--- config.mk ---
export PLATFORM = sky130hd
export DESIGN_NAME = lcd_nibble_command_sequencer_flat
export DESIGN_NICKNAME = d
export VERILOG_FILES = /design/src/rtl/lcdseq_pkg.sv /design/src/rtl/lcdseq_if.sv /design/src/rtl/lcd_nibble_command_sequencer.sv /design/src/rtl/lcdseq_sequencer.sv /design/src/rtl/lcdseq_datapath.sv /design/src/flat_wrapper.sv
export SDC_FILE = /design/constraint.sdc
export NUM_CORES = 1
export LEC_CHECK = 0
export BUFFER_PORTS_ARGS = -buffer_cell sky130_fd_sc_hd__buf_2
export CORE_UTILIZATION = 45
export CTS_BUF_LIST = sky130_fd_sc_hd__clkbuf_16
export DETAILED_ROUTE_END_ITERATION = 8
export PLACE_DENSITY = 0.75
export SKIP_CTS_REPAIR_TIMING = 1
export SLEW_MARGIN = 30
export SYNTH_ARGS = -nofsm -noshare
export SYNTH_HDL_FRONTEND = slang
export SYNTH_HIERARCHICAL = 1
export SYNTH_SLANG_ARGS = --single-unit
--- constraint.sdc ---
create_clock -name i_clk -period 5 [get_ports i_clk]
set_input_delay 1 -clock i_clk [delete_from_list [all_inputs] [get_ports i_clk]]
set_output_delay 1 -clock i_clk [all_outputs]
set_load 0.02 [all_outputs]
--- src/rtl/lcdseq_pkg.sv ---
`default_nettype none
package lcdseq_pkg;

    localparam int WAIT_BITS_DEF = 16;

    localparam logic [7:0]  FN_SET_RST      = 8'h28;
    localparam logic [7:0]  DISP_CTL_RST    = 8'h0D;
    localparam logic [7:0]  ENTRY_MODE_RST  = 8'h06;
    localparam logic [9:0]  SHORT_WAIT_RST  = 10'd40;
    localparam logic [15:0] LONG_WAIT_RST   = 16'd2000;
    localparam logic [15:0] POWERUP_WAIT_RST = 16'd55000;

    localparam logic [15:0] WAKE_GAP_US      = 16'd1000;
    localparam logic [7:0]  CURSOR_SHIFT_CMD = 8'h10;
    localparam logic [7:0]  LONG_CMD_MAX     = 8'h03;
    localparam logic [3:0]  WAKE_NIB         = 4'h3;
    localparam logic [3:0]  BUS4_NIB         = 4'h2;

    localparam int CFG_IDX_BITS  = 3;
    localparam int CFG_DATA_BITS = 16;
    localparam logic [CFG_IDX_BITS-1:0] CFG_FN_SET     = 3'd0;
    localparam logic [CFG_IDX_BITS-1:0] CFG_DISP_CTL   = 3'd1;
    localparam logic [CFG_IDX_BITS-1:0] CFG_ENTRY_MODE = 3'd2;
    localparam logic [CFG_IDX_BITS-1:0] CFG_SHORT_WAIT = 3'd3;
    localparam logic [CFG_IDX_BITS-1:0] CFG_LONG_WAIT  = 3'd4;
    localparam logic [CFG_IDX_BITS-1:0] CFG_PWR_WAIT   = 3'd5;

    localparam logic REQ_WRITE = 1'b0;
    localparam logic REQ_INIT  = 1'b1;

    typedef logic [3:0] t_step;
    localparam t_step STEP_WR_HI    = 4'd0;
    localparam t_step STEP_WR_LO    = 4'd1;
    localparam t_step STEP_WAKE0    = 4'd2;
    localparam t_step STEP_WAKE1    = 4'd3;
    localparam t_step STEP_WAKE2    = 4'd4;
    localparam t_step STEP_BUS4     = 4'd5;
    localparam t_step STEP_FN_HI    = 4'd6;
    localparam t_step STEP_FN_LO    = 4'd7;
    localparam t_step STEP_SHIFT_HI = 4'd8;
    localparam t_step STEP_SHIFT_LO = 4'd9;
    localparam t_step STEP_DISP_HI  = 4'd10;
    localparam t_step STEP_DISP_LO  = 4'd11;
    localparam t_step STEP_ENTRY_HI = 4'd12;
    localparam t_step STEP_ENTRY_LO = 4'd13;

    typedef enum logic [1:0] {NIB_CONST, NIB_HI, NIB_LO} t_nib_src;
    typedef enum logic [2:0] {BYTE_REQ, BYTE_FN, BYTE_SHIFT, BYTE_DISP, BYTE_ENTRY} t_byte_src;
    typedef enum logic [2:0] {
        WAIT_PENDING, WAIT_POWERUP, WAIT_GAP, WAIT_SHORT, WAIT_ZERO
    } t_wait_src;
    typedef enum logic [1:0] {PEND_KEEP, PEND_SHORT, PEND_BYTE} t_pend_op;
    typedef enum logic {SEQ_NEXT, SEQ_END} t_seq_op;

    typedef struct packed {
        t_nib_src  nib_src;
        logic [3:0] nib;
        t_byte_src byte_src;
        t_wait_src wait_src;
        t_pend_op  pend_op;
        logic      rs_req;
        logic      last;
        t_seq_op   seq;
    } t_ucode;

    typedef struct packed {
        logic   load;
        logic   emit;
        t_ucode uc;
    } t_dp_ctl;

    function automatic t_ucode mk_uc(t_nib_src ns, logic [3:0] nib, t_byte_src bs,
                                     t_wait_src ws, t_pend_op po, logic rs_req,
                                     logic last, t_seq_op seq);
        t_ucode u;
        u.nib_src  = ns;
        u.nib      = nib;
        u.byte_src = bs;
        u.wait_src = ws;
        u.pend_op  = po;
        u.rs_req   = rs_req;
        u.last     = last;
        u.seq      = seq;
        return u;
    endfunction

    function automatic t_ucode ucode_rom(t_step s);
        t_ucode u;
        unique case (s) inside
            STEP_WR_HI:    u = mk_uc(NIB_HI, 4'h0, BYTE_REQ, WAIT_PENDING, PEND_KEEP,
                                     1'b1, 1'b0, SEQ_NEXT);
            STEP_WR_LO:    u = mk_uc(NIB_LO, 4'h0, BYTE_REQ, WAIT_ZERO, PEND_BYTE,
                                     1'b1, 1'b1, SEQ_END);
            STEP_WAKE0:    u = mk_uc(NIB_CONST, WAKE_NIB, BYTE_REQ, WAIT_POWERUP, PEND_KEEP,
                                     1'b0, 1'b0, SEQ_NEXT);
            STEP_WAKE1,
            STEP_WAKE2:    u = mk_uc(NIB_CONST, WAKE_NIB, BYTE_REQ, WAIT_GAP, PEND_KEEP,
                                     1'b0, 1'b0, SEQ_NEXT);
            STEP_BUS4:     u = mk_uc(NIB_CONST, BUS4_NIB, BYTE_REQ, WAIT_SHORT, PEND_SHORT,
                                     1'b0, 1'b0, SEQ_NEXT);
            STEP_FN_HI:    u = mk_uc(NIB_HI, 4'h0, BYTE_FN, WAIT_PENDING, PEND_KEEP,
                                     1'b0, 1'b0, SEQ_NEXT);
            STEP_FN_LO:    u = mk_uc(NIB_LO, 4'h0, BYTE_FN, WAIT_ZERO, PEND_BYTE,
                                     1'b0, 1'b0, SEQ_NEXT);
            STEP_SHIFT_HI: u = mk_uc(NIB_HI, 4'h0, BYTE_SHIFT, WAIT_PENDING, PEND_KEEP,
                                     1'b0, 1'b0, SEQ_NEXT);
            STEP_SHIFT_LO: u = mk_uc(NIB_LO, 4'h0, BYTE_SHIFT, WAIT_ZERO, PEND_BYTE,
                                     1'b0, 1'b0, SEQ_NEXT);
            STEP_DISP_HI:  u = mk_uc(NIB_HI, 4'h0, BYTE_DISP, WAIT_PENDING, PEND_KEEP,
                                     1'b0, 1'b0, SEQ_NEXT);
            STEP_DISP_LO:  u = mk_uc(NIB_LO, 4'h0, BYTE_DISP, WAIT_ZERO, PEND_BYTE,
                                     1'b0, 1'b0, SEQ_NEXT);
            STEP_ENTRY_HI: u = mk_uc(NIB_HI, 4'h0, BYTE_ENTRY, WAIT_PENDING, PEND_KEEP,
                                     1'b0, 1'b0, SEQ_NEXT);
            STEP_ENTRY_LO: u = mk_uc(NIB_LO, 4'h0, BYTE_ENTRY, WAIT_ZERO, PEND_BYTE,
                                     1'b0, 1'b1, SEQ_END);
            default:       u = mk_uc(NIB_CONST, 4'h0, BYTE_REQ, WAIT_ZERO, PEND_KEEP,
                                     1'b0, 1'b1, SEQ_END);
        endcase
        return u;
    endfunction

endpackage
`default_nettype wire

--- src/rtl/lcdseq_if.sv ---
`default_nettype none
interface lcdseq_req_if;
    logic       valid;
    logic       ready;
    logic       req_type;
    logic [7:0] byte_value;
    logic       is_data;

    modport source (output valid, req_type, byte_value, is_data, input ready);
    modport sink   (input valid, req_type, byte_value, is_data, output ready);
endinterface

interface lcdseq_evt_if;
    logic        valid;
    logic        ready;
    logic [3:0]  nibble;
    logic        reg_select;
    logic [15:0] wait_before_us;
    logic        last;

    modport source (output valid, nibble, reg_select, wait_before_us, last, input ready);
    modport sink   (input valid, nibble, reg_select, wait_before_us, last, output ready);
endinterface
`default_nettype wire

--- src/rtl/lcd_nibble_command_sequencer.sv ---
`default_nettype none
// Channel   Dir  Payload                                        Beat when
// i_req     in   req_type, byte_value, is_data                  valid & ready
// o_evt     out  nibble, reg_select, wait_before_us, last       valid & ready
// i_cfg_*   in   register index, write data                     i_cfg_we
//
// A control program steps through one strobe beat per cycle unless the output
// stalls: 2 beats for a byte write, 12 for init. A new request is taken in the
// cycle of the final beat. Output stalls hold the step counter. Synchronous
// reset restores register defaults and clears the pending settle time.
module lcd_nibble_command_sequencer
    import lcdseq_pkg::*;
#(
    parameter int WAIT_BITS = WAIT_BITS_DEF
) (
    input  wire                      i_clk,
    input  wire                      i_rst_n,
    lcdseq_req_if.sink               i_req,
    lcdseq_evt_if.source             o_evt,
    input  wire                      i_cfg_we,
    input  wire [CFG_IDX_BITS-1:0]   i_cfg_idx,
    input  wire [CFG_DATA_BITS-1:0]  i_cfg_data
);

    t_dp_ctl ctl;
    logic    out_valid;
    logic    req_ready;

    lcdseq_sequencer u_seq (
        .i_clk       (i_clk),
        .i_rst_n     (i_rst_n),
        .i_req_valid (i_req.valid),
        .i_req_type  (i_req.req_type),
        .i_out_valid (out_valid),
        .i_out_ready (o_evt.ready),
        .o_req_ready (req_ready),
        .o_ctl       (ctl)
    );

    lcdseq_datapath #(
        .WAIT_BITS (WAIT_BITS)
    ) u_dp (
        .i_clk            (i_clk),
        .i_rst_n          (i_rst_n),
        .i_ctl            (ctl),
        .i_byte_value     (i_req.byte_value),
        .i_is_data        (i_req.is_data),
        .i_cfg_we         (i_cfg_we),
        .i_cfg_idx        (i_cfg_idx),
        .i_cfg_data       (i_cfg_data),
        .i_out_ready      (o_evt.ready),
        .o_out_valid      (out_valid),
        .o_nibble         (o_evt.nibble),
        .o_reg_select     (o_evt.reg_select),
        .o_wait_before_us (o_evt.wait_before_us),
        .o_last           (o_evt.last)
    );

    assign i_req.ready = req_ready;
    assign o_evt.valid = out_valid;

endmodule
`default_nettype wire

--- src/rtl/lcdseq_sequencer.sv ---
`default_nettype none
module lcdseq_sequencer
    import lcdseq_pkg::*;
(
    input  wire     i_clk,
    input  wire     i_rst_n,
    input  wire     i_req_valid,
    input  wire     i_req_type,
    input  wire     i_out_valid,
    input  wire     i_out_ready,
    output logic    o_req_ready,
    output t_dp_ctl o_ctl
);

    logic   r_busy, n_busy;
    t_step  r_step, n_step;
    t_ucode uc;
    logic   out_free, emit, finish, accept;

    always_comb begin
        uc       = ucode_rom(r_step);
        out_free = !i_out_valid || i_out_ready;
        emit     = r_busy && out_free;
        finish   = emit && (uc.seq == SEQ_END);
        o_req_ready = !r_busy || finish;
        accept   = i_req_valid && o_req_ready;
    end

    always_comb begin
        n_busy = r_busy;
        n_step = r_step;
        if (accept) begin
            n_busy = 1'b1;
            n_step = (i_req_type == REQ_INIT) ? STEP_WAKE0 : STEP_WR_HI;
        end else if (finish) begin
            n_busy = 1'b0;
        end else if (emit) begin
            n_step = r_step + 4'd1;
        end
    end

    always_ff @(posedge i_clk) begin
        if (!i_rst_n) begin
            r_busy <= 1'b0;
            r_step <= STEP_WR_HI;
        end else begin
            r_busy <= n_busy;
            r_step <= n_step;
        end
    end

    assign o_ctl.load = accept;
    assign o_ctl.emit = emit;
    assign o_ctl.uc   = uc;

endmodule
`default_nettype wire

--- src/rtl/lcdseq_datapath.sv ---
`default_nettype none
module lcdseq_datapath
    import lcdseq_pkg::*;
#(
    parameter int WAIT_BITS = WAIT_BITS_DEF
) (
    input  wire                      i_clk,
    input  wire                      i_rst_n,
    input  t_dp_ctl                  i_ctl,
    input  wire [7:0]                i_byte_value,
    input  wire                      i_is_data,
    input  wire                      i_cfg_we,
    input  wire [CFG_IDX_BITS-1:0]   i_cfg_idx,
    input  wire [CFG_DATA_BITS-1:0]  i_cfg_data,
    input  wire                      i_out_ready,
    output logic                     o_out_valid,
    output logic [3:0]               o_nibble,
    output logic                     o_reg_select,
    output logic [15:0]              o_wait_before_us,
    output logic                     o_last
);

    logic [7:0]  r_fn_set, r_disp_ctl, r_entry_mode;
    logic [9:0]  r_short_wait;
    logic [15:0] r_long_wait, r_pwr_wait;

    logic [7:0]           r_byte;
    logic                 r_is_data;
    logic [WAIT_BITS-1:0] r_pend, n_pend;

    logic        r_ov;
    logic [3:0]  r_nib;
    logic        r_rs;
    logic [15:0] r_wait;
    logic        r_last;

    logic [7:0]           sel_byte;
    logic [3:0]           nib;
    logic [31:0]          pwr32, gap32, short32, long32, wsel32;
    logic [WAIT_BITS-1:0] wsel;

    always_ff @(posedge i_clk) begin
        if (!i_rst_n) begin
            r_fn_set     <= FN_SET_RST;
            r_disp_ctl   <= DISP_CTL_RST;
            r_entry_mode <= ENTRY_MODE_RST;
            r_short_wait <= SHORT_WAIT_RST;
            r_long_wait  <= LONG_WAIT_RST;
            r_pwr_wait   <= POWERUP_WAIT_RST;
        end else if (i_cfg_we) begin
            case (i_cfg_idx)
                CFG_FN_SET:     r_fn_set     <= i_cfg_data[7:0];
                CFG_DISP_CTL:   r_disp_ctl   <= i_cfg_data[7:0];
                CFG_ENTRY_MODE: r_entry_mode <= i_cfg_data[7:0];
                CFG_SHORT_WAIT: r_short_wait <= i_cfg_data[9:0];
                CFG_LONG_WAIT:  r_long_wait  <= i_cfg_data[15:0];
                CFG_PWR_WAIT:   r_pwr_wait   <= i_cfg_data[15:0];
                default: ;
            endcase
        end
    end

    always_comb begin
        pwr32   = 32'(r_pwr_wait);
        gap32   = 32'(WAKE_GAP_US);
        short32 = 32'(r_short_wait);
        long32  = 32'(r_long_wait);

        case (i_ctl.uc.byte_src)
            BYTE_FN:    sel_byte = r_fn_set;
            BYTE_SHIFT: sel_byte = CURSOR_SHIFT_CMD;
            BYTE_DISP:  sel_byte = r_disp_ctl;
            BYTE_ENTRY: sel_byte = r_entry_mode;
            default:    sel_byte = r_byte;
        endcase

        case (i_ctl.uc.nib_src)
            NIB_HI:  nib = sel_byte[7:4];
            NIB_LO:  nib = sel_byte[3:0];
            default: nib = i_ctl.uc.nib;
        endcase

        case (i_ctl.uc.wait_src)
            WAIT_PENDING: wsel = r_pend;
            WAIT_POWERUP: wsel = pwr32[WAIT_BITS-1:0];
            WAIT_GAP:     wsel = gap32[WAIT_BITS-1:0];
            WAIT_SHORT:   wsel = short32[WAIT_BITS-1:0];
            default:      wsel = '0;
        endcase
        wsel32 = 32'(wsel);

        n_pend = r_pend;
        case (i_ctl.uc.pend_op)
            PEND_SHORT: n_pend = short32[WAIT_BITS-1:0];
            PEND_BYTE:  n_pend = (sel_byte <= LONG_CMD_MAX) ? long32[WAIT_BITS-1:0]
                                                            : short32[WAIT_BITS-1:0];
            default:    n_pend = r_pend;
        endcase
    end

    always_ff @(posedge i_clk) begin
        if (i_ctl.load) begin
            r_byte    <= i_byte_value;
            r_is_data <= i_is_data;
        end
        if (i_ctl.emit) begin
            r_nib  <= nib;
            r_rs   <= i_ctl.uc.rs_req & r_is_data;
            r_wait <= (|wsel32[31:16]) ? 16'hFFFF : wsel32[15:0];
            r_last <= i_ctl.uc.last;
        end
    end

    always_ff @(posedge i_clk) begin
        if (!i_rst_n) begin
            r_ov   <= 1'b0;
            r_pend <= '0;
        end else begin
            if (i_ctl.emit) begin
                r_ov   <= 1'b1;
                r_pend <= n_pend;
            end else if (i_out_ready) begin
                r_ov <= 1'b0;
            end
        end
    end

    assign o_out_valid      = r_ov;
    assign o_nibble         = r_nib;
    assign o_reg_select     = r_rs;
    assign o_wait_before_us = r_wait;
    assign o_last           = r_last;

endmodule
`default_nettype wire

--- src/flat_wrapper.sv ---
// flat-port wrapper written by rule: the top's interface ports become plain ports
module lcd_nibble_command_sequencer_flat import lcdseq_pkg::*;
#(
    parameter int WAIT_BITS = WAIT_BITS_DEF
)
  (i_clk, i_rst_n, i_cfg_we, i_cfg_idx, i_cfg_data, i_req_valid, i_req_req_type, i_req_byte_value, i_req_is_data, i_req_ready, o_evt_valid, o_evt_nibble, o_evt_reg_select, o_evt_wait_before_us, o_evt_last, o_evt_ready);
  lcdseq_req_if i_req_i ();
  lcdseq_evt_if o_evt_i ();
  input  wire i_clk;
  input  wire i_rst_n;
  input  wire i_cfg_we;
  input  wire [CFG_IDX_BITS-1:0] i_cfg_idx;
  input  wire [CFG_DATA_BITS-1:0] i_cfg_data;
  input wire logic [$bits(i_req_i.valid)-1:0] i_req_valid;
  input wire logic [$bits(i_req_i.req_type)-1:0] i_req_req_type;
  input wire logic [$bits(i_req_i.byte_value)-1:0] i_req_byte_value;
  input wire logic [$bits(i_req_i.is_data)-1:0] i_req_is_data;
  output wire logic [$bits(i_req_i.ready)-1:0] i_req_ready;
  output wire logic [$bits(o_evt_i.valid)-1:0] o_evt_valid;
  output wire logic [$bits(o_evt_i.nibble)-1:0] o_evt_nibble;
  output wire logic [$bits(o_evt_i.reg_select)-1:0] o_evt_reg_select;
  output wire logic [$bits(o_evt_i.wait_before_us)-1:0] o_evt_wait_before_us;
  output wire logic [$bits(o_evt_i.last)-1:0] o_evt_last;
  input wire logic [$bits(o_evt_i.ready)-1:0] o_evt_ready;
  assign i_req_i.valid = i_req_valid;
  assign i_req_i.req_type = i_req_req_type;
  assign i_req_i.byte_value = i_req_byte_value;
  assign i_req_i.is_data = i_req_is_data;
  assign i_req_ready = i_req_i.ready;
  assign o_evt_valid = o_evt_i.valid;
  assign o_evt_nibble = o_evt_i.nibble;
  assign o_evt_reg_select = o_evt_i.reg_select;
  assign o_evt_wait_before_us = o_evt_i.wait_before_us;
  assign o_evt_last = o_evt_i.last;
  assign o_evt_i.ready = o_evt_ready;
  lcd_nibble_command_sequencer #(.WAIT_BITS(WAIT_BITS)) u_core (.i_clk(i_clk), .i_rst_n(i_rst_n), .i_req(i_req_i), .o_evt(o_evt_i), .i_cfg_we(i_cfg_we), .i_cfg_idx(i_cfg_idx), .i_cfg_data(i_cfg_data));
endmodule
======== Yosys cells after proc, flatten, opt, wreduce, memory -nomap -nowiden ========
Index checks and enable logic that the tools add are counted.
storage, ports and cells
  output and inout port bits .............. 24
  logic and storage cells ................. 86
  register bits ........................... 119
  input port bits ......................... 34
operators by class
  $lt $le $gt $ge ......................... 1
  bitwise gates (word level) .............. 1
  $add $sub $neg .......................... 1
  mux-type cells .......................... 14
  reduce and logical (&&, ||, !) cells .... 23
  eq/ne operators ......................... 30
operator list
  cell                                                 count
  one-hot mux 17 bit (13 select lines)                 1
  one-hot mux 16 bit (4 select lines)                  1
  one-hot mux 16 bit (2 select lines)                  1
  one-hot mux 8 bit (4 select lines)                   1
  == test 4 bit, second input constant                 6
  == test 3 x 2 -> 1 bit, second input constant        6
  == test 4 x 3 -> 1 bit, second input constant        4
  two-way mux 16 bit                                   1
  AND reduction 2 bit                                  8
  two-way mux 4 bit                                    3
  == test 3 x 1 -> 1 bit, second input constant        3
  == test 3 bit, second input constant                 3
  == test 4 x 2 -> 1 bit, second input constant        2
  <= comparator 8 x 2 -> 1 bit, second input constant  1
  one-hot mux 4 bit (2 select lines)                   1
  nonzero test 2 bit                                   4
  logical NOT 3 bit                                    2
  adder 4 x 1 -> 4 bit, second input constant          1
  == test 2 x 1 -> 1 bit, second input constant        2
  == test 2 bit, second input constant                 2
  == test 4 x 1 -> 1 bit, second input constant        1
  logical NOT 4 bit                                    1
  two-way mux 1 bit                                    4
  logical AND 1 bit                                    3
  other kinds (6)                                      8

======== Logic depth before layout (Yosys ltp) ========
Gate-level depths: netlist (run 1).
  depth in word-level cells ............... 8
  mapped depth ............................ 13
  gate-level depth less buffers ........... 10

======== Modules after synthesis ========
Netlist (run 1), hierarchy kept.
by module, submodules not included
  module            area an instance (um^2)  cells each  seq. area each (um^2)  instances
  lcdseq_datapath   5058.6                   545         2592.5                 1
  lcdseq_sequencer  630.6                    91          100.1                  1

======== Worst setup path after synthesis (run 1) ========
No wires, ideal clock.
  path kind ............................... register -> register
  from .................................... reg u_core.u_seq.r_step[0]
  to ...................................... reg u_core.u_dp.r_pend[0]
  setup time .............................. 0.119 ns
  stages on the path, launching flop included .. 13
  data arrival time ....................... 2.723 ns
  path buffers ............................ 2
  clock period less this slack ............ 2.842 ns
  path slack .............................. 2.158 ns
  data required time ...................... 4.881 ns
  path through ............................ dfxtp_1 inv_1 ha_1 nor4_1 nor2_1 buf_6 mux2_1 nand2_1 nand3_2 or4_1 buf_6 o21ai_1 a21oi_1
RTL lines
  what                    line                    source
  from (decl)             lcdseq_sequencer.sv:16  t_step r_step, n_step;
  from (signal assigned)  lcdseq_sequencer.sv:48  r_step <= n_step;
  to (signal assigned)    lcdseq_datapath.sv:121  r_pend <= n_pend;
  to (decl)               lcdseq_datapath.sv:29   logic [WAIT_BITS-1:0] r_pend, n_pend;

==> results of run 1 <==
-- flip-flops by register name, summed over array words and instances (netlist names) --
| register | flops |
|---|---|
| u_core/u_dp/o_wait_before_us | 16 |
| u_core/u_dp/r_long_wait | 16 |
| u_core/u_dp/r_pend | 16 |
| u_core/u_dp/r_pwr_wait | 16 |
| u_core/u_dp/r_short_wait | 10 |
| u_core/u_dp/r_byte | 8 |
| u_core/u_dp/r_disp_ctl | 8 |
| u_core/u_dp/r_entry_mode | 8 |
| u_core/u_dp/r_fn_set | 8 |
| u_core/u_dp/o_nibble | 4 |
| u_core/u_seq/r_step | 4 |
| u_core/u_dp/o_last | 1 |
| u_core/u_dp/o_out_valid | 1 |
| u_core/u_dp/o_reg_select | 1 |
| u_core/u_dp/r_is_data | 1 |
| u_core/u_seq/r_busy | 1 |
-- power by group --
part,switching (mW),total [mW],leakage (nW),internal [mW]
combinational,0.179,0.278,1.17,0.0982
clock,0.426,1.18,0.283,0.754
sequential,0.0218,1.06,1.01,1.04
total,0.628,2.52,2.46,1.89
-- placed cells by master (no fill, tap or decap), types with 3 or more instances in the layout --
cell / count
nor2b_1: 14
inv_2: 4
and2_1: 3
o31ai_1: 3
o21ai_1: 9
ha_1: 7
buf_2: 57
nand4_1: 6
a31oi_1: 11
a21boi_1: 7
o21ai_0: 24
buf_4: 3
a21oi_1: 19
nor3b_1: 3
clkbuf_16: 18
dfxtp_1: 88
a22oi_1: 6
nor3_1: 5
or4_1: 3
a211oi_2: 3
nor2_1: 31
a211oi_1: 7
edfxtp_1: 31
or2_2: 4
mux2_2: 6
inv_1: 11
nand2_1: 154
clkinvlp_4: 3
nand3_1: 30
a21boi_0: 42
nand2b_1: 6
and3_1: 3
mux2i_1: 17
-- cell families after synthesis --
| logic type | Yosys count | synth area share [%] |
|---|---|---|
| AND/OR/NAND/NOR | 274 | 22.2 |
| AO/OA/AOI/OAI | 148 | 18.1 |
| flip-flops | 119 | 47.3 |
| buffers and inverters | 59 | 5.48 |
| multiplexers | 27 | 5.10 |
| adder cells (fa/ha/maj) | 7 | 1.54 |
| other | 1 | 0.0659 |
| XOR/XNOR | 1 | 0.154 |
-- critical path, cell delays in order (launching register included) --
cell and delay [ns]:
dfxtp_1 0.39, inv_1 0.10, ha_1 0.30, nor4_1 0.62
nor2_2 0.29, nor2_4 0.31, o221ai_2 0.21, nor4_4 0.76
nand4_1 0.20, a21boi_1 0.20
-- per-stage QoR --
stage | instances | util [%] | hold WS, ns | area [um2] | setup slack, ns
final | 852 | 53.9 | 0.459 | 6560 | 1.53
after global routing | 852 | 53.9 | 0.473 | 6560 | 1.18
after CTS | 851 | 53.8 | 0.461 | 6540 | 1.44
after detailed placement | 819 | 49.0 | 0.452 | 5960 | 1.55
after global placement | 819 | 49.0 | 0.440 | 5950 | 1.75
after floorplan | 637 | - | 0.430 | 5690 | 2.16
-- final cells by class --
| type | instances | area share, % |
|---|---|---|
| multi-input combinational | 459 | 41.3 |
| sequential | 119 | 41.1 |
| clock buffer | 18 | 6.87 |
| timing repair buffer | 61 | 4.81 |
| tap | 168 | 3.21 |
| clock inverter | 14 | 1.97 |
| inverter | 13 | 0.744 |
-- how the worst min path moves through the flow --
stage	endpoint	cells after the start
floorplan	u_core/u_dp/r_pend[10]	2
global placement	u_core/u_dp/r_pend[11]	2
detailed placement	u_core/u_dp/r_pwr_wait[4]	2
CTS	u_core/u_dp/r_pend[13]	2
global route	u_core/u_dp/r_pend[13]	2
finish	u_core/u_dp/r_pend[13]	2
-- per-layer routing --
layer  GRT usage [%]  wire (um)  vias up
li1                -          -     2265
met2            34.2       6360      214
met3            5.93       1050       13
met5               0          0        -
met1            28.8       6160     2234
met4            7.53        167        0
==> results_dict.tcl, run 1 <==
set metrics [dict create \
    report.final.slew_viol_count 0 \
    rsz0062_at_grt "false" \
    setup_viol 0 \
    netlist_top_cells_area "dfxtp_1, edfxtp_1, nand2_1" \
    ys_warn_count 6 \
    cp-start-kind "register" \
    reg2reg_to "u_core/u_dp/r_pend[11]" \
    numPortBuffers 57 \
    die_h_um 114 \
    vias 4726 \
    cts_sinks 119 \
    final_antenna_net_count 0 \
    total_leakage_power_nw 2.46 \
    htreeDepth 4 \
    status "finished clean" \
    start_util_pct 46.8 \
    synthCells 636 \
    worstMarginPinSlew_ns 0.792 \
    rows 40 \
    synth-edff-count 31 \
    synth_area_um2 5690 \
    synth-main-ff-cell "dfxtp_1" \
    drt_first_pass_iters 7 \
    total_power_mw 2.52 \
    avgRoutedWirePerCell_um 16.1 \
    hold_viol 0 \
    min_from "u_core/u_dp/r_pend[13]" \
    grt_util_all_layers_pct 21.7 \
    p_per_area_nw_per_um2 385 \
    ys_ff_latch 119 \
    synthTopCellsByCount "nand2_1, dfxtp_1, a21boi_0, nor2_1, edfxtp_1" \
    hold_class "register to register" \
    routabilityCongestion 0.833 \
    drive_above_1_share_pct 18.4 \
    clockBufferDepth 2 \
    worst-path-max-fanout 16 \
    clk_latency_ns 0.41 \
    cp-endpoint "u_core/u_dp/r_pend[11]" \
    cts_buffers 17 \
    final.period_utilization_pct 69.5 \
    diodes 0 \
    reg2reg_from "u_core/u_seq/r_step[0]" \
    seq_area_um2 2690 \
    multi_input_area_um2 2710 \
    drc 0 \
    clk_pin_slew_ns 0.05 \
    critical_path_class "register to register" \
    crit_path_start "u_core/u_seq/r_step[0]" \
    grt_pass1_wl_um 21900 \
    vias_per_cell 5.55 \
    drt_wl_total_um 13700 \
    relSlewSlack_pct 46.8 \
    cts_tree "yes" \
    grt_pass1_vias 4423 \
    die_area_um2 13100 \
    ys_types 62 \
    max_freq_mhz 288 \
    fin_nets 712 \
    yosysSeqAreaShare_pct 47.3 \
    grt_start_max_net_pins 86 \
    worst_ir_drop_vdd_uv 216 \
    overflow 0 \
    antenna_found_initial 0 \
    fin_crit_ns 3.47 \
    cts-root-buf "clkbuf_16" \
    yosysTopAreaCellShare_pct 31.0 \
    fin_tns_setup_ns 0 \
    crit_required_ns 5.33 \
    fillers 1086 \
    rr_worst_depth 9 \
    synth_largest_area_cell "dfxtp_1" \
    ys_async_sr_fraction_pct 0 \
    core_area_um2 12200 \
    clock_skew_ns 0.00840 \
    yosysMostFrequentCell "nand2_1" \
    avgSynthCellArea_um2 8.95 \
    fp.dieW_um 114 \
    drt_iter0_markers 522 \
    maxCapViolCount 0 \
    dp_hpwl_um 9250 \
    synthToLayoutAreaGrowth_pct 15.2 \
    cp.arrival_ns 3.80 \
    r2r_slack_ns 1.53 \
    end_kind "register" \
    ioPinCount 58 \
]
Power figures use the tool's default switching activity.
==> run 2, diff against run 1 <==
==> constraint.sdc (replaced) <==
create_clock -name i_clk -period 3.2 [get_ports i_clk]
set_input_delay 0.64 -clock i_clk [delete_from_list [all_inputs] [get_ports i_clk]]
set_output_delay 0.64 -clock i_clk [all_outputs]
set_load 0.02 [all_outputs]
==> run 2 against run 1 <==
Effect of this change: fmax grew 15%; cell count grew 1.1%; via count grew 0.42%; register-to-register slack lost 1.4 ns; global-route usage grew 0.58 points; count of clock-buffer cells in the layout grew 2; critical path type unchanged; highest routed layer unchanged.
==> results_dict.tcl, run 2 (synthesis gave the netlist of run 1 again) <==
set metrics [dict create \
    status "finished clean" \
    synthToLayoutAreaGrowth_pct 16.9 \
    reg2reg_from "u_core/u_seq/r_step[1]" \
    critical_path_class "register to register" \
    whs_path_depth 1 \
    cts_buffers 17 \
    clk_pin_slew_ns 0.05 \
    cts-root-buf "clkbuf_16" \
    rr_worst_depth 11 \
    end_kind "register" \
    grt_pass1_wl_um 22100 \
    total_power_mw 4.06 \
    cp.arrival_ns 3.32 \
    final.period_utilization_pct 94.5 \
    report.final.slew_viol_count 0 \
    whs_endpoint "u_core/u_dp/r_is_data" \
    grt_start_max_net_pins 45 \
    crit_required_ns 3.50 \
    routabilityCongestion 0.858 \
    fin_crit_ns 3.02 \
    hold_class "primary input to register" \
    grt_pass1_vias 4337 \
    whs_ns 0.399 \
    drt_iter0_markers 420 \
    drt_first_pass_iters 5 \
    r2r_slack_ns 0.18 \
    setup_viol 0 \
    p_per_area_nw_per_um2 610 \
    htreeDepth 4 \
    max_freq_mhz 331 \
    fp.dieW_um 114 \
    fin_tns_setup_ns 0 \
    clk_latency_ns 0.42 \
    drc 0 \
    die_h_um 114 \
    total_leakage_power_nw 2.54 \
    relSlewSlack_pct 48.4 \
    drt_wl_total_um 13800 \
    dp_hpwl_um 9520 \
    cts_sinks 119 \
    placed_area_um2 6030 \
    rsz0062_at_grt "false" \
    worst-path-max-fanout 13 \
    worst_ir_drop_vdd_uv 363 \
    fin_nets 721 \
    antenna_found_initial 0 \
    core_area_um2 12200 \
    clockBufferDepth 2 \
    maxCapViolCount 0 \
    fillers 1087 \
    rows 40 \
    numPortBuffers 57 \
    min_from "i_req_is_data" \
    die_area_um2 13100 \
    drive_above_1_share_pct 19.2 \
    reg2reg_to "u_core/u_dp/r_pend[5]" \
    layout_common_cells "nand2_1, dfxtp_1, buf_2" \
    vias_per_cell 5.51 \
    final_area_um2 6650 \
    worstMarginPinSlew_ns 0.772 \
    vias 4746 \
    hold_viol 0 \
    grt_util_all_layers_pct 22.3 \
    ioPinCount 58 \
    overflow 0 \
    avgRoutedWirePerCell_um 16.0 \
    diodes 0 \
    final_antenna_net_count 0 \
    start_util_pct 46.8 \
    cts_tree "yes" \
    layout_commonest_cell "nand2_1" \
    cp-start-kind "register" \
    clock_skew_ns 0.00537 \
]
[run 2: cell count changes in the layout (fill, tap and decap cells not counted), sizes merged]
cell / delta
buf: +10
clkbuf: +1
clkinv: -1
clkinvlp: -1
[run 2: area by class of cell]
class / instances / area, um2 / area share (%)
Clock inverter: 12 / 116 / 1.75
Timing Repair Buffer: 70 / 383 / 5.76
Sequential cell: 119 / 2690 / 40.5
Clock buffer: 20 / 500 / 7.52
Inverter: 13 / 48.8 / 0.734
Tap cell: 168 / 210 / 3.16
Multi-Input combinational cell: 459 / 2700 / 40.6
[run 2: critical path: stages, from the launching register on]
cell     delay (ns)
dfxtp_1        0.41
inv_1          0.10
ha_1           0.28
nor4_2         0.34
nor2_1         0.08
buf_4          0.20
nor2_4         0.24
mux2_4         0.22
nand3_2        0.10
or4_1          0.63
o21ai_1        0.22
a21oi_1        0.08
[run 2: worst max path at each step]
stage	endpoint	cells after the start	slack (ns)	startpoint
2_1_floorplan	u_core/u_dp/r_pend[0]	12	0.36	u_core/u_seq/r_step[0]
3_3_place_gp	u_core/u_dp/r_pend[3]	10	0.27	u_core/u_seq/r_step[0]
3_5_place_dp	u_core/u_dp/r_pend[7]	10	0.17	u_core/u_seq/r_step[0]
4_1_cts	u_core/u_dp/r_pend[7]	10	0.16	u_core/u_seq/r_step[0]
5_1_grt	u_core/u_dp/r_pend[4]	11	0.02	u_core/u_seq/r_step[0]
6_report	u_core/u_dp/r_pend[5]	11	0.18	u_core/u_seq/r_step[1]
[run 2: metal layers]
metal | routed length [um] | vias up | part of all wire, % | global-route usage [%]
met2 | 6120 | 191 | 45 | 33.4
li1 | - | 2292 | - | -
met3 | 931 | 17 | 6.8 | 4.76
met5 | 0 | - | 0 | 0
met4 | 241 | 0 | 1.8 | 9.78
met1 | 6460 | 2246 | 47 | 31.1
[run 2: where the power goes]
group / internal, mW / leakage (nW) / switching (mW) / total (mW)
Clock: 1.27 / 0.307 / 0.674 / 1.95
Combinational: 0.162 / 1.22 / 0.283 / 0.444
Sequential: 1.63 / 1.01 / 0.0340 / 1.66
[run 2: stage by stage]
stage	util [%]	instances	setup slack (ns)
6_report	54.7	861	0.176
5_1_grt	54.7	861	0.0167
4_1_cts	54.6	861	0.156
3_5_place_dp	49.6	829	0.171
3_3_place_gp	49.6	829	0.273
2_1_floorplan	-	637	0.358
==> run 3, diff against run 2 <==
--- a/config.mk
+++ b/config.mk
@@ -9,7 +9,7 @@
 export CORE_UTILIZATION = 45
 export CTS_BUF_LIST = sky130_fd_sc_hd__clkbuf_16
 export DETAILED_ROUTE_END_ITERATION = 8
-export PLACE_DENSITY = 0.75
+export PLACE_DENSITY = 0.76
 export SKIP_CTS_REPAIR_TIMING = 1
 export SLEW_MARGIN = 30
 export SYNTH_ARGS = -nofsm -noshare
==> run 3 against run 2 <==
Effect of this change: critical path depth grew 1; count of clock-buffer cells in the layout grew 1; wire length is essentially flat; fmax grew 1.5%; combinational power grew 0.9%; sequential cell count is the same; first-iteration DRC count shrank 13%; sequential power is essentially flat.
==> results_dict.tcl, run 3 (synthesis gave the netlist of run 1 again) <==
set metrics [dict create \
    ioPinCount 58 \
    final.period_utilization_pct 93.1 \
    layout_commonest_cell "nand2_1" \
    total_leakage_power_nw 2.54 \
    die_area_um2 13100 \
    htreeDepth 4 \
    worstMarginPinSlew_ns 0.768 \
    layout_common_cells "nand2_1, dfxtp_1, buf_2" \
    rows 40 \
    end_kind "register" \
    drt_first_pass_iters 7 \
    antenna_found_initial 0 \
    cp_cell_sequence "inv_1, ha_1, nor4_2, nor2_1, buf_4, nor2b_1, nor2b_1, nor4_4, o22ai_4, buf_12, a31oi_1, a21oi_1" \
    crit_path_start "u_core/u_seq/r_step[0]" \
    setup_viol 0 \
    drc 0 \
    p_per_area_nw_per_um2 599 \
    drt_iter0_markers 366 \
    grt_pass1_wl_um 21900 \
    hold_class "primary input to register" \
    fp.dieW_um 114 \
    drt_wl_total_um 13700 \
    max_freq_mhz 336 \
    maxCapViolCount 0 \
    worst-path-max-fanout 16 \
    final_area_um2 6650 \
    clock_skew_ns 0.0101 \
    relSlewSlack_pct 48.7 \
    r2r_slack_ns 0.22 \
    grt_pass1_vias 4438 \
    fin_nets 721 \
    clk_pin_slew_ns 0.05 \
    dp_hpwl_um 9610 \
    fin_crit_ns 2.98 \
    status "finished clean" \
    cts_buffers 17 \
    synthToLayoutAreaGrowth_pct 16.8 \
    drive_above_1_share_pct 18.8 \
    reg2reg_to "u_core/u_dp/r_pend[4]" \
    critical_path.top_delay_family "simple AND/OR/NAND/NOR gates" \
    crit_required_ns 3.50 \
    cts_tree "yes" \
    report.final.slew_viol_count 0 \
    vias_per_cell 5.47 \
    grt_util_all_layers_pct 22.0 \
    clockBufferDepth 2 \
    routabilityCongestion 0.868 \
    crit_path_top_delay_cell "dfxtp_1" \
    crit_buf_inv 3 \
    cts_sinks 119 \
    cp-start-kind "register" \
    vias 4704 \
    hold_viol 0 \
    grt_start_max_net_pins 62 \
    overflow 0 \
    final_antenna_net_count 0 \
    fin_tns_setup_ns 0 \
    diodes 0 \
    reg2reg_from "u_core/u_seq/r_step[0]" \
    cp.arrival_ns 3.28 \
    fillers 1066 \
    numPortBuffers 57 \
    rr_worst_depth 12 \
    cts-root-buf "clkbuf_16" \
    crit_cells 12 \
    cpPeakStageDelay_ns 0.42 \
    die_h_um 114 \
    critical_path_class "register to register" \
    worst_ir_drop_vdd_uv 292 \
    core_area_um2 12200 \
    clk_latency_ns 0.42 \
    total_power_mw 3.98 \
    cp-endpoint "u_core/u_dp/r_pend[4]" \
    avgRoutedWirePerCell_um 16.0 \
    start_util_pct 46.8 \
    placed_area_um2 6020 \
    cp_common_cell "nor2b_1" \
    whs_ns 0.402 \
]
run 3: worst min-delay path by stage:
stage | startpoint | endpoint | cells past startpoint | slack, ns
2_1_floorplan | u_core/u_dp/r_pend[10] | u_core/u_dp/r_pend[10] | 2 | 0.43
3_3_place_gp | u_core/u_dp/r_pend[11] | u_core/u_dp/r_pend[11] | 2 | 0.44
3_5_place_dp | u_core/u_dp/r_pend[13] | u_core/u_dp/r_pend[13] | 2 | 0.44
4_1_cts | i_req_byte_value[2] | u_core/u_dp/r_byte[2] | 1 | 0.39
5_1_grt | i_req_byte_value[6] | u_core/u_dp/r_byte[6] | 1 | 0.39
6_report | i_req_byte_value[1] | u_core/u_dp/r_byte[1] | 1 | 0.40
run 3: per-layer routing:
metal / vias to the layer above / track usage [%] / routed length [um]
met5: - / 0 / 0
met4: 0 / 7.88 / 227
met3: 20 / 5.56 / 840
met2: 163 / 34.3 / 6290
met1: 2234 / 29.8 / 6390
li1: 2287 / - / -
run 3: layout make-up:
class,count,area (um2),share of cell area [%]
clock inverter,10,70.1,1.05
clock buffer,21,526,7.91
timing repair buffer,70,395,5.95
sequential,119,2690,40.5
tap,168,210,3.16
multi-input combinational,459,2710,40.7
inverter,13,48.8,0.734
run 3: metrics by stage:
step                std cells  worst slack (ns)  utilization, %
CTS                       859             0.191            54.4
finish                    860             0.222            54.7
global route              860          -0.00756            54.7
global placement          828             0.313            49.5
detailed placement        828             0.213            49.5
floorplan                 637             0.358               -
run 3: where the power goes:
group | switching [mW] | internal (mW) | total (mW)
sequential | 0.0339 | 1.63 | 1.66
combinational | 0.283 | 0.165 | 0.448
clock | 0.642 | 1.23 | 1.87
total | 0.960 | 3.02 | 3.98
run 3: worst register-to-register path, cell delays in order, from the launching register on:
cell	delay, ns
dfxtp_1	0.42
inv_1	0.11
ha_1	0.30
nor4_2	0.37
nor2_1	0.09
buf_4	0.20
nor2b_1	0.19
nor2b_1	0.17
nor4_4	0.42
o22ai_4	0.12
buf_12	0.18
a31oi_1	0.21
a21oi_1	0.10
